`config.mk`:
```
export PLATFORM = sky130hd
export DESIGN_NAME = lift_collective_dispatcher_top_flat
export DESIGN_NICKNAME = d
export VERILOG_FILES = /design/src/rtl/core/lcd_pkg.sv /design/src/rtl/core/lcd_stream_if.sv /design/src/rtl/core/lcd_cfg_regs.sv /design/src/rtl/core/lcd_decide.sv /design/src/rtl/core/lift_collective_dispatcher_top.sv /design/src/flat_wrapper.sv
export SDC_FILE = /design/constraint.sdc
export NUM_CORES = 1
export LEC_CHECK = 0
export ABC_AREA = 1
export BUFFER_PORTS_ARGS = -buffer_cell sky130_fd_sc_hd__buf_4
export CAP_MARGIN = 15
export CORE_ASPECT_RATIO = 0.7
export CORE_MARGIN = 1.5
export CORE_UTILIZATION = 59
export CTS_BUF_LIST = sky130_fd_sc_hd__clkbuf_4
export CTS_CLUSTER_SIZE = 28
export DETAILED_ROUTE_END_ITERATION = 16
export GPL_ROUTABILITY_DRIVEN = 0
export MAX_ROUTING_LAYER = met4
export PLACE_DENSITY = 0.86
export SLEW_MARGIN = 15
export SYNTH_ARGS = -nofsm -noshare
export SYNTH_HDL_FRONTEND = slang
export SYNTH_HIERARCHICAL = 1
export SYNTH_SLANG_ARGS = --single-unit
```
`constraint.sdc`:
```
create_clock -name clk -period 1.9 [get_ports clk]
set_clock_uncertainty 0.05 [all_clocks]
set_input_delay 0.57 -clock clk [delete_from_list [all_inputs] [get_ports clk]]
set_output_delay 0.57 -clock clk [all_outputs]
set_load 0.01 [all_outputs]
```
`src/rtl/core/lcd_pkg.sv`:
```
// Shared types, constants and search helpers for the lift collective dispatcher.
// No dependencies; every other file of the block except lcd_stream_if imports this package.
package lcd_pkg;

    localparam int FLOOR_W = 4;
    localparam int MASK_W  = 16;
    localparam int APB_AW  = 3;
    localparam int APB_DW  = 32;

    typedef logic [MASK_W-1:0]  mask_t;
    typedef logic [FLOOR_W-1:0] floor_t;
    typedef logic [1:0]         mode_t;
    typedef logic [0:0]         reg_idx_t;

    // Collection modes; the unused code behaves as full collective
    localparam mode_t MODE_DOWN = 2'd0;
    localparam mode_t MODE_UP   = 2'd1;
    localparam mode_t MODE_FULL = 2'd2;

    // Register indexes (byte address = 4 * index)
    localparam reg_idx_t REG_MODE = 1'b0;
    localparam reg_idx_t REG_TOP  = 1'b1;

    localparam mode_t  MODE_RESET = MODE_FULL;
    localparam floor_t TOP_RESET  = 4'd15;

    // One request item
    typedef struct packed {
        mask_t  car_calls;
        mask_t  hall_calls_down;
        mask_t  hall_calls_up;
        floor_t current_floor;
        logic   full_load;
        logic   in_motion;
        logic   stopping;
        logic   maintenance;
    } req_t;

    // One result item
    typedef struct packed {
        logic   target_valid;
        floor_t target_floor;
        logic   arrow_up;
        logic   arrow_down;
        logic   arrows_write;
        logic   drop_all;
    } res_t;

    // Configuration register contents
    typedef struct packed {
        mode_t  collect_mode;
        floor_t top_floor;
    } cfg_t;

    // Outcome of one priority search
    typedef struct packed {
        logic   found;
        floor_t floor;
    } hit_t;

    localparam hit_t HIT_NONE = '{found: 1'b0, floor: '0};

    // Lowest set bit
    function automatic hit_t find_lo(input mask_t m);
        hit_t r;
        r = HIT_NONE;
        for (int i = MASK_W - 1; i >= 0; i--) begin
            if (m[i]) begin
                r.found = 1'b1;
                r.floor = FLOOR_W'(i);
            end
        end
        return r;
    endfunction

    // Highest set bit
    function automatic hit_t find_hi(input mask_t m);
        hit_t r;
        r = HIT_NONE;
        for (int i = 0; i < MASK_W; i++) begin
            if (m[i]) begin
                r.found = 1'b1;
                r.floor = FLOOR_W'(i);
            end
        end
        return r;
    endfunction

    // Floors at or above f
    function automatic mask_t ge_mask(input floor_t f);
        mask_t m;
        for (int i = 0; i < MASK_W; i++) begin
            m[i] = (FLOOR_W'(i) >= f);
        end
        return m;
    endfunction

    // Floors at or below f
    function automatic mask_t le_mask(input floor_t f);
        mask_t m;
        for (int i = 0; i < MASK_W; i++) begin
            m[i] = (FLOOR_W'(i) <= f);
        end
        return m;
    endfunction

endpackage

```
`src/rtl/core/lcd_stream_if.sv`:
```
// Valid/ready channel interface carrying one payload per transfer.
// Payload type is a parameter; used with lcd_pkg::req_t and lcd_pkg::res_t.
interface lcd_stream_if #(
    parameter type payload_t = logic
) ();

    logic     valid;
    logic     ready;
    payload_t data;

    modport source (output valid, output data, input ready);
    modport sink   (input valid, input data, output ready);

endinterface

```
`src/rtl/core/lcd_cfg_regs.sv`:
```
// APB-style configuration registers: collection mode and top floor.
// Depends on lcd_pkg.
module lcd_cfg_regs
    import lcd_pkg::*;
(
    input  logic              clk,
    input  logic              rst_n,
    input  logic              psel,
    input  logic              penable,
    input  logic              pwrite,
    input  logic [APB_AW-1:0] paddr,
    input  logic [APB_DW-1:0] pwdata,
    output logic [APB_DW-1:0] prdata,
    output logic              pready,
    output cfg_t              cfg
);

    reg_idx_t reg_idx;
    logic     wr_en;
    mode_t    mode_reg;
    mode_t    mode_next;
    floor_t   top_reg;
    floor_t   top_next;

    assign pready  = 1'b1;
    assign reg_idx = paddr[APB_AW-1:2];
    assign wr_en   = psel && penable && pwrite && pready;

    // Write decode
    always_comb
    begin
        mode_next = mode_reg;
        top_next  = top_reg;
        if (wr_en)
        begin
            unique case (reg_idx)
                REG_MODE: mode_next = pwdata[1:0];
                REG_TOP:  top_next  = pwdata[FLOOR_W-1:0];
                default:  ;
            endcase
        end
    end

    always_ff @(posedge clk or negedge rst_n)
    begin
        if (!rst_n)
        begin
            mode_reg <= MODE_RESET;
            top_reg  <= TOP_RESET;
        end
        else
        begin
            mode_reg <= mode_next;
            top_reg  <= top_next;
        end
    end

    // Read mux
    always_comb
    begin
        unique case (reg_idx)
            REG_MODE: prdata = {{(APB_DW-2){1'b0}}, mode_reg};
            REG_TOP:  prdata = {{(APB_DW-FLOOR_W){1'b0}}, top_reg};
            default:  prdata = '0;
        endcase
    end

    assign cfg.collect_mode = mode_reg;
    assign cfg.top_floor    = top_reg;

endmodule

```
`src/rtl/core/lcd_decide.sv`:
```
// Combinational dispatch decision: priority searches per collection mode,
// direction reversal and arrow drive. Depends on lcd_pkg.
module lcd_decide
    import lcd_pkg::*;
#(
    parameter int NUM_FLOORS = 16
) (
    input  req_t item,
    input  cfg_t cfg,
    input  logic going_up,
    output res_t result,
    output logic going_up_next
);

    localparam int     MaxFloorInt = (NUM_FLOORS - 1 > MASK_W - 1) ? MASK_W - 1 : NUM_FLOORS - 1;
    localparam floor_t MAX_FLOOR   = FLOOR_W'(MaxFloorInt);

    floor_t lim;
    floor_t cur;
    logic   fw;
    logic   drop;
    mask_t  lim_m;
    mask_t  ge_c;
    mask_t  le_c;
    mask_t  car;
    mask_t  dn;
    mask_t  up;

    hit_t up_car, up_dn, up_cu;
    hit_t dn_car, dn_dn, dn_cd;
    hit_t hi_cd, hi_dn, lo_cd, lo_up;
    hit_t fu_raw, fd_raw;

    hit_t dc_up, dc_dn, uc_up, uc_dn, fc_up, fc_dn;
    logic dc_pre, uc_pre, fc_pre;

    hit_t r_up, r_dn, first, second, pick;
    logic pre, busy, full_mode;

    // Search window
    assign cur   = item.current_floor;
    assign fw    = item.full_load;
    assign lim   = (cfg.top_floor > MAX_FLOOR) ? MAX_FLOOR : cfg.top_floor;
    assign drop  = (cur > cfg.top_floor) || (cur > MAX_FLOOR);
    assign lim_m = le_mask(lim);
    assign ge_c  = ge_mask(cur) & lim_m;
    assign le_c  = le_mask(cur) & lim_m;
    assign car   = item.car_calls & lim_m;
    assign dn    = item.hall_calls_down & lim_m;
    assign up    = item.hall_calls_up & lim_m;

    // Priority encoders
    assign up_car = find_lo(car & ge_c);
    assign up_dn  = find_lo(dn & ge_c);
    assign up_cu  = find_lo((car | up) & ge_c);
    assign dn_car = find_hi(car & le_c);
    assign dn_dn  = find_hi(dn & le_c);
    assign dn_cd  = find_hi((car | dn) & le_c);
    assign hi_cd  = find_hi(car | dn);
    assign hi_dn  = find_hi(dn);
    assign lo_cd  = find_lo(car | dn);
    assign lo_up  = find_lo(up);

    // Down collective: upward phase serves car calls, else heads for the top call
    assign dc_pre = ((item.car_calls | item.hall_calls_down) == '0)
                    || (fw && (item.car_calls == '0));
    assign dc_up  = up_car.found ? up_car : ((!fw && up_dn.found) ? hi_cd : HIT_NONE);
    assign dc_dn  = fw ? dn_car : dn_cd;

    // Up collective: downward phase serves car calls, else heads for the bottom call
    assign uc_pre = (!fw && ((item.car_calls | item.hall_calls_down) == '0))
                    || (fw && (item.car_calls == '0));
    assign uc_dn  = dn_car.found ? dn_car : ((!fw && dn_dn.found) ? lo_cd : HIT_NONE);
    assign uc_up  = fw ? up_car : up_cu;

    // Full collective
    assign fc_pre = (!fw && ((item.car_calls | item.hall_calls_down | item.hall_calls_up) == '0))
                    || (fw && (item.car_calls == '0));
    assign fu_raw = up_cu.found ? up_cu : hi_dn;
    assign fd_raw = dn_cd.found ? dn_cd : lo_up;
    assign fc_up  = fw ? up_car : ((fu_raw.found && fu_raw.floor < cur) ? HIT_NONE : fu_raw);
    assign fc_dn  = fw ? dn_car : ((fd_raw.found && fd_raw.floor > cur) ? HIT_NONE : fd_raw);

    // Mode select
    always_comb
    begin
        case (cfg.collect_mode)
            MODE_DOWN:
            begin
                pre = dc_pre; r_up = dc_up; r_dn = dc_dn;
                busy = item.in_motion; full_mode = 1'b0;
            end
            MODE_UP:
            begin
                pre = uc_pre; r_up = uc_up; r_dn = uc_dn;
                busy = item.in_motion; full_mode = 1'b0;
            end
            default:
            begin
                pre = fc_pre; r_up = fc_up; r_dn = fc_dn;
                busy = item.in_motion || item.stopping; full_mode = 1'b1;
            end
        endcase
    end

    assign first  = going_up ? r_up : r_dn;
    assign second = going_up ? r_dn : r_up;

    // Ahead first, then one reversal when stationary
    always_comb
    begin
        pick          = HIT_NONE;
        going_up_next = going_up;
        if (drop || pre)
        begin
            pick = HIT_NONE;
        end
        else if (first.found)
        begin
            pick = first;
        end
        else if (busy)
        begin
            pick = HIT_NONE;
        end
        else if (full_mode)
        begin
            // full collective only looks back from the up direction
            if (going_up && second.found)
            begin
                pick          = second;
                going_up_next = 1'b0;
            end
            else
            begin
                going_up_next = 1'b1;
            end
        end
        else if (second.found)
        begin
            pick          = second;
            going_up_next = !going_up;
        end
    end

    // Result fields
    assign result.target_valid = pick.found;
    assign result.target_floor = pick.found ? pick.floor : '0;
    assign result.arrow_up     = pick.found && going_up_next;
    assign result.arrow_down   = pick.found && !going_up_next;
    assign result.arrows_write = pick.found || !item.maintenance;
    assign result.drop_all     = drop;

endmodule

```
`src/rtl/core/lift_collective_dispatcher_top.sv`:
```
// Lift collective dispatcher. Takes one request transfer per clock unless res.ready
// holds the result: the item is captured in an input register, the decision is
// made combinationally and the result is held in an output register, which the
// item enters once that register is free or its result is taken. A new
// request is taken while a finished result still waits downstream. The travel
// direction bit updates as each item moves into the output register. Registers:
// collect_mode at byte 0, top_floor at byte 4; write them only while idle.
module lift_collective_dispatcher_top
    import lcd_pkg::*;
#(
    parameter int NUM_FLOORS = 16
) (
    input  logic              clk,
    input  logic              rst_n,
    input  logic              psel,
    input  logic              penable,
    input  logic              pwrite,
    input  logic [APB_AW-1:0] paddr,
    input  logic [APB_DW-1:0] pwdata,
    output logic [APB_DW-1:0] prdata,
    output logic              pready,
    lcd_stream_if.sink        req,
    lcd_stream_if.source      res
);

    cfg_t cfg;
    req_t item_reg;
    res_t res_data_reg;
    res_t dec_result;
    logic item_valid_reg;
    logic item_valid_next;
    logic res_valid_reg;
    logic res_valid_next;
    logic going_up_reg;
    logic going_up_next;
    logic dec_going_up;
    logic req_fire;
    logic advance;

    lcd_cfg_regs u_cfg (
        .clk     (clk),
        .rst_n   (rst_n),
        .psel    (psel),
        .penable (penable),
        .pwrite  (pwrite),
        .paddr   (paddr),
        .pwdata  (pwdata),
        .prdata  (prdata),
        .pready  (pready),
        .cfg     (cfg)
    );

    lcd_decide #(
        .NUM_FLOORS (NUM_FLOORS)
    ) u_decide (
        .item          (item_reg),
        .cfg           (cfg),
        .going_up      (going_up_reg),
        .result        (dec_result),
        .going_up_next (dec_going_up)
    );

    // Pipeline flow control
    assign advance   = item_valid_reg && (!res_valid_reg || res.ready);
    assign req.ready = !item_valid_reg || advance;
    assign req_fire  = req.valid && req.ready;

    assign item_valid_next = req_fire ? 1'b1 : (advance ? 1'b0 : item_valid_reg);
    assign res_valid_next  = advance ? 1'b1 : (res.ready ? 1'b0 : res_valid_reg);
    assign going_up_next   = advance ? dec_going_up : going_up_reg;

    always_ff @(posedge clk or negedge rst_n)
    begin
        if (!rst_n)
        begin
            item_valid_reg <= 1'b0;
            res_valid_reg  <= 1'b0;
            going_up_reg   <= 1'b0;
        end
        else
        begin
            item_valid_reg <= item_valid_next;
            res_valid_reg  <= res_valid_next;
            going_up_reg   <= going_up_next;
        end
    end

    // Payload registers
    always_ff @(posedge clk)
    begin
        if (req_fire)
        begin
            item_reg <= req.data;
        end
        if (advance)
        begin
            res_data_reg <= dec_result;
        end
    end

    assign res.valid = res_valid_reg;
    assign res.data  = res_data_reg;

endmodule

```
`src/flat_wrapper.sv`:
```
// flat-port wrapper written by rule: the top's interface ports become plain ports
module lift_collective_dispatcher_top_flat import lcd_pkg::*;
#(
    parameter int NUM_FLOORS = 16
)
  (clk, rst_n, psel, penable, pwrite, paddr, pwdata, prdata, pready, req_valid, req_data, req_ready, res_valid, res_data, res_ready);
  lcd_stream_if req_i ();
  lcd_stream_if res_i ();
  input  logic clk;
  input  logic rst_n;
  input  logic psel;
  input  logic penable;
  input  logic pwrite;
  input  logic [APB_AW-1:0] paddr;
  input  logic [APB_DW-1:0] pwdata;
  output logic [APB_DW-1:0] prdata;
  output logic pready;
  input wire logic [$bits(req_i.valid)-1:0] req_valid;
  input wire logic [$bits(req_i.data)-1:0] req_data;
  output wire logic [$bits(req_i.ready)-1:0] req_ready;
  output wire logic [$bits(res_i.valid)-1:0] res_valid;
  output wire logic [$bits(res_i.data)-1:0] res_data;
  input wire logic [$bits(res_i.ready)-1:0] res_ready;
  assign req_i.valid = req_valid;
  assign req_i.data = req_data;
  assign req_ready = req_i.ready;
  assign res_valid = res_i.valid;
  assign res_data = res_i.data;
  assign res_i.ready = res_ready;
  lift_collective_dispatcher_top #(.NUM_FLOORS(NUM_FLOORS)) u_core (.clk(clk), .rst_n(rst_n), .psel(psel), .penable(penable), .pwrite(pwrite), .paddr(paddr), .pwdata(pwdata), .prdata(prdata), .pready(pready), .req(req_i), .res(res_i));
endmodule
```
==> impl_metrics.yaml, run 1 <==
status:
  haltStage: "2_4_floorplan_pdn"
  status: "stopped before the end"
  error_line: "[ERROR PDN-0185] Insufficient width (27.20 um) to add straps on layer met5 in grid \"grid\" with total strap width 15.2 um and offset 13.6 um."
floorplan:
  start_util_pct: 67.45
  fp.dieH_um: 33.68
  die_w_um: 46.83
  num_rows: 10
yosys:
  postSynthCellCount: 101
  syn_area_um2: 793.3
  avgSynthCellArea_um2: 7.854
  yosys_warnings: 6
==> run 2, diff against run 1 <==
- CORE_ASPECT_RATIO: 0.7 -> default
- CORE_UTILIZATION: 59 -> 40
- CTS_BUF_LIST: sky130_fd_sc_hd__clkbuf_4 -> default
- CTS_CLUSTER_SIZE: 28 -> default
- MAX_ROUTING_LAYER: met4 -> default
- PLACE_DENSITY: 0.86 -> default
- PLACE_DENSITY_LB_ADDON: default -> 0.15
==> impl_metrics.yaml, run 2 <==
yosys:
  syn_area_um2: 793.3
  yosys_warnings: 6
  postSynthCellCount: 101
  avgSynthCellArea_um2: 7.854
run:
  maxCapViolCount: 0
timing:
  rsz0062_at_grt: "false"
  drv_slew: 0
  layout_worst_path_cycle_share_pct: 89.33
  clock.fmax_mhz: 589.2
  hold_viol_final: 0
  period_needed_ps: 1697
  setup_tns_ps: 0
  setup_viol: 0
global_routing:
  grt_pass1_wl_mm: 2.035
  grt-ovfl-total: 0
  grt_pass1_vias: 481
  track_usage_pct: 13.49
  antenna_found_initial: 0
  grt_start_max_net_pins: 11
setup_path:
  crit_family: "flip-flops"
  rrSetupSlack_ps: 350
  worst-setup-path-type: "register to primary output"
  worstRegToRegCells: 6
  max_stage_delay_ps: 600
  endpoint_kind: "primary output"
  cp.arrival_ps: 1080
  required_ps: 1280
  timing.rr.start: "u_core/u_cfg/top_reg[1]"
  worstReg2RegEnd: "u_core/res.data"
  cp_cell_sequence: "nand2_1 -> inv_1 -> buf_4"
  cp_num_buf_inv: 2
  cp_slowest_cell: "dfstp_2"
  worst-path-max-fanout: 3
  startpoint_type: "register"
clocking:
  cts_tree: "yes"
  clockRootBuffer: "clkbuf_4"
  cts_setup_buffers: 0
  clk_pin_slew_worst_paths_ps: 60
  htree_num_levels: 1
  clkSinkCount: 9
  cts_buffers: 3
  cts_hold_buf: 0
  clkLatencyLatePin_ps: 260
  cts_max_path_buffers: 2
  cts_resized: 0
layout:
  drive_above_1_share_pct: 29.75
  final_cell_count_no_fill: 146
  fin_nets: 169
  area_growth_pct: 7.729
  diodes: 0
  layout_common_cells: "33 x conb_1, 25 x nand2_1, 18 x buf_4"
  largest_reg_flops: 4
  layout_commonest_cell: "conb_1"
floorplan:
  core_area_mm2: 0.001802
  die_w_um: 47.53
  start_util_pct: 44.03
  num_rows: 15
  fp.dieH_um: 47.53
  io_pins: 79
  die-area_mm2: 0.002259
route:
  first_iter_violations: 8
  post_drt_wl_per_cell_um: 9.164
  ant_nets: 0
  drc_errors: 0
  wl_mm: 1.338
  routed_via_density: 3.897
  vias: 569
  drtPass1Iterations: 4
power_and_ir_drop:
  power_density_mw_per_mm2: 745.4
  ir_drop_mv: 0.5200
  total_leakage_power_nw: 0.5074
placed_design:
  dp_cells: 142
  port_buffers: 18
  hpwl_mm: 1.078
worst_hold_path:
  hold_path.class: "primary input to async pin"
status:
  status: "finished, final reports clean"
## run 2: worst register-to-register path: stages, from the launching register on
cell	delay [ps]
dfstp_2	550
inv_2	40
ha_1	300
inv_1	60
nor2_1	30
o21ai_0	190
a32oi_1	80
## run 2: routing by layer
| metal | wire, µm | vias up | track usage, % | part of all wire (%) |
|---|---|---|---|---|
| li1 | - | 287 | - | - |
| met1 | 547 | 252 | 15.81 | 41 |
| met2 | 701 | 28 | 22.16 | 52 |
| met3 | 77 | 2 | 3.396 | 5.8 |
| met4 | 12 | 0 | 8.108 | 0.90 |
| met5 | 0 | - | 0 | 0 |
## run 2: final cells by class
cell class                 instances  area (µm²)
multi-input combinational         78       372.9
fill                             196       947.2
inverter                          12       52.55
sequential                         9       236.5
timing repair buffer              18       135.1
tap                               25       31.28
clock buffer                       4       26.28
## run 2: where the power goes
| group | total, mW | switching, mW | internal, mW |
|---|---|---|---|
| combinational | 0.207 | 0.120 | 0.0870 |
| sequential | 0.278 | 0.0302 | 0.248 |
| clock | 0.151 | 0.0700 | 0.0811 |
| total | 0.637 | 0.221 | 0.416 |
## run 2: through the flow
| step | setup WS [ps] | util [%] | total power, mW | hold WS, ps | cell area (µm²) |
|---|---|---|---|---|---|
| floorplan | 301.8 | - | 0.4656 | 224.4 | 905.9 |
| global placement | 236.2 | 45.97 | 0.4781 | 344.5 | 828.3 |
| detailed placement | 244.2 | 45.97 | 0.4883 | 348.5 | 828.3 |
| CTS | 176.7 | 47.43 | 0.6486 | 53.88 | 854.6 |
| global route | 132.2 | 47.43 | 0.6912 | 58.39 | 854.6 |
| finish | 202.7 | 47.43 | 0.6370 | 69.12 | 854.6 |
## run 2: how the worst max path moves through the flow
stage,start,endpoint,slack (ps),cells after the start
final,u_core/u_cfg/top_reg[3],prdata[3],200,3
after global routing,u_core/u_cfg/top_reg[3],prdata[3],130,3
after CTS,u_core/u_cfg/top_reg[3],prdata[3],180,3
after detailed placement,paddr[2],prdata[0],240,5
after global placement,paddr[2],prdata[0],240,5
after floorplan,u_core/u_cfg/top_reg[3],u_core/res.data,300,8
(Power assumes the default switching activity.)
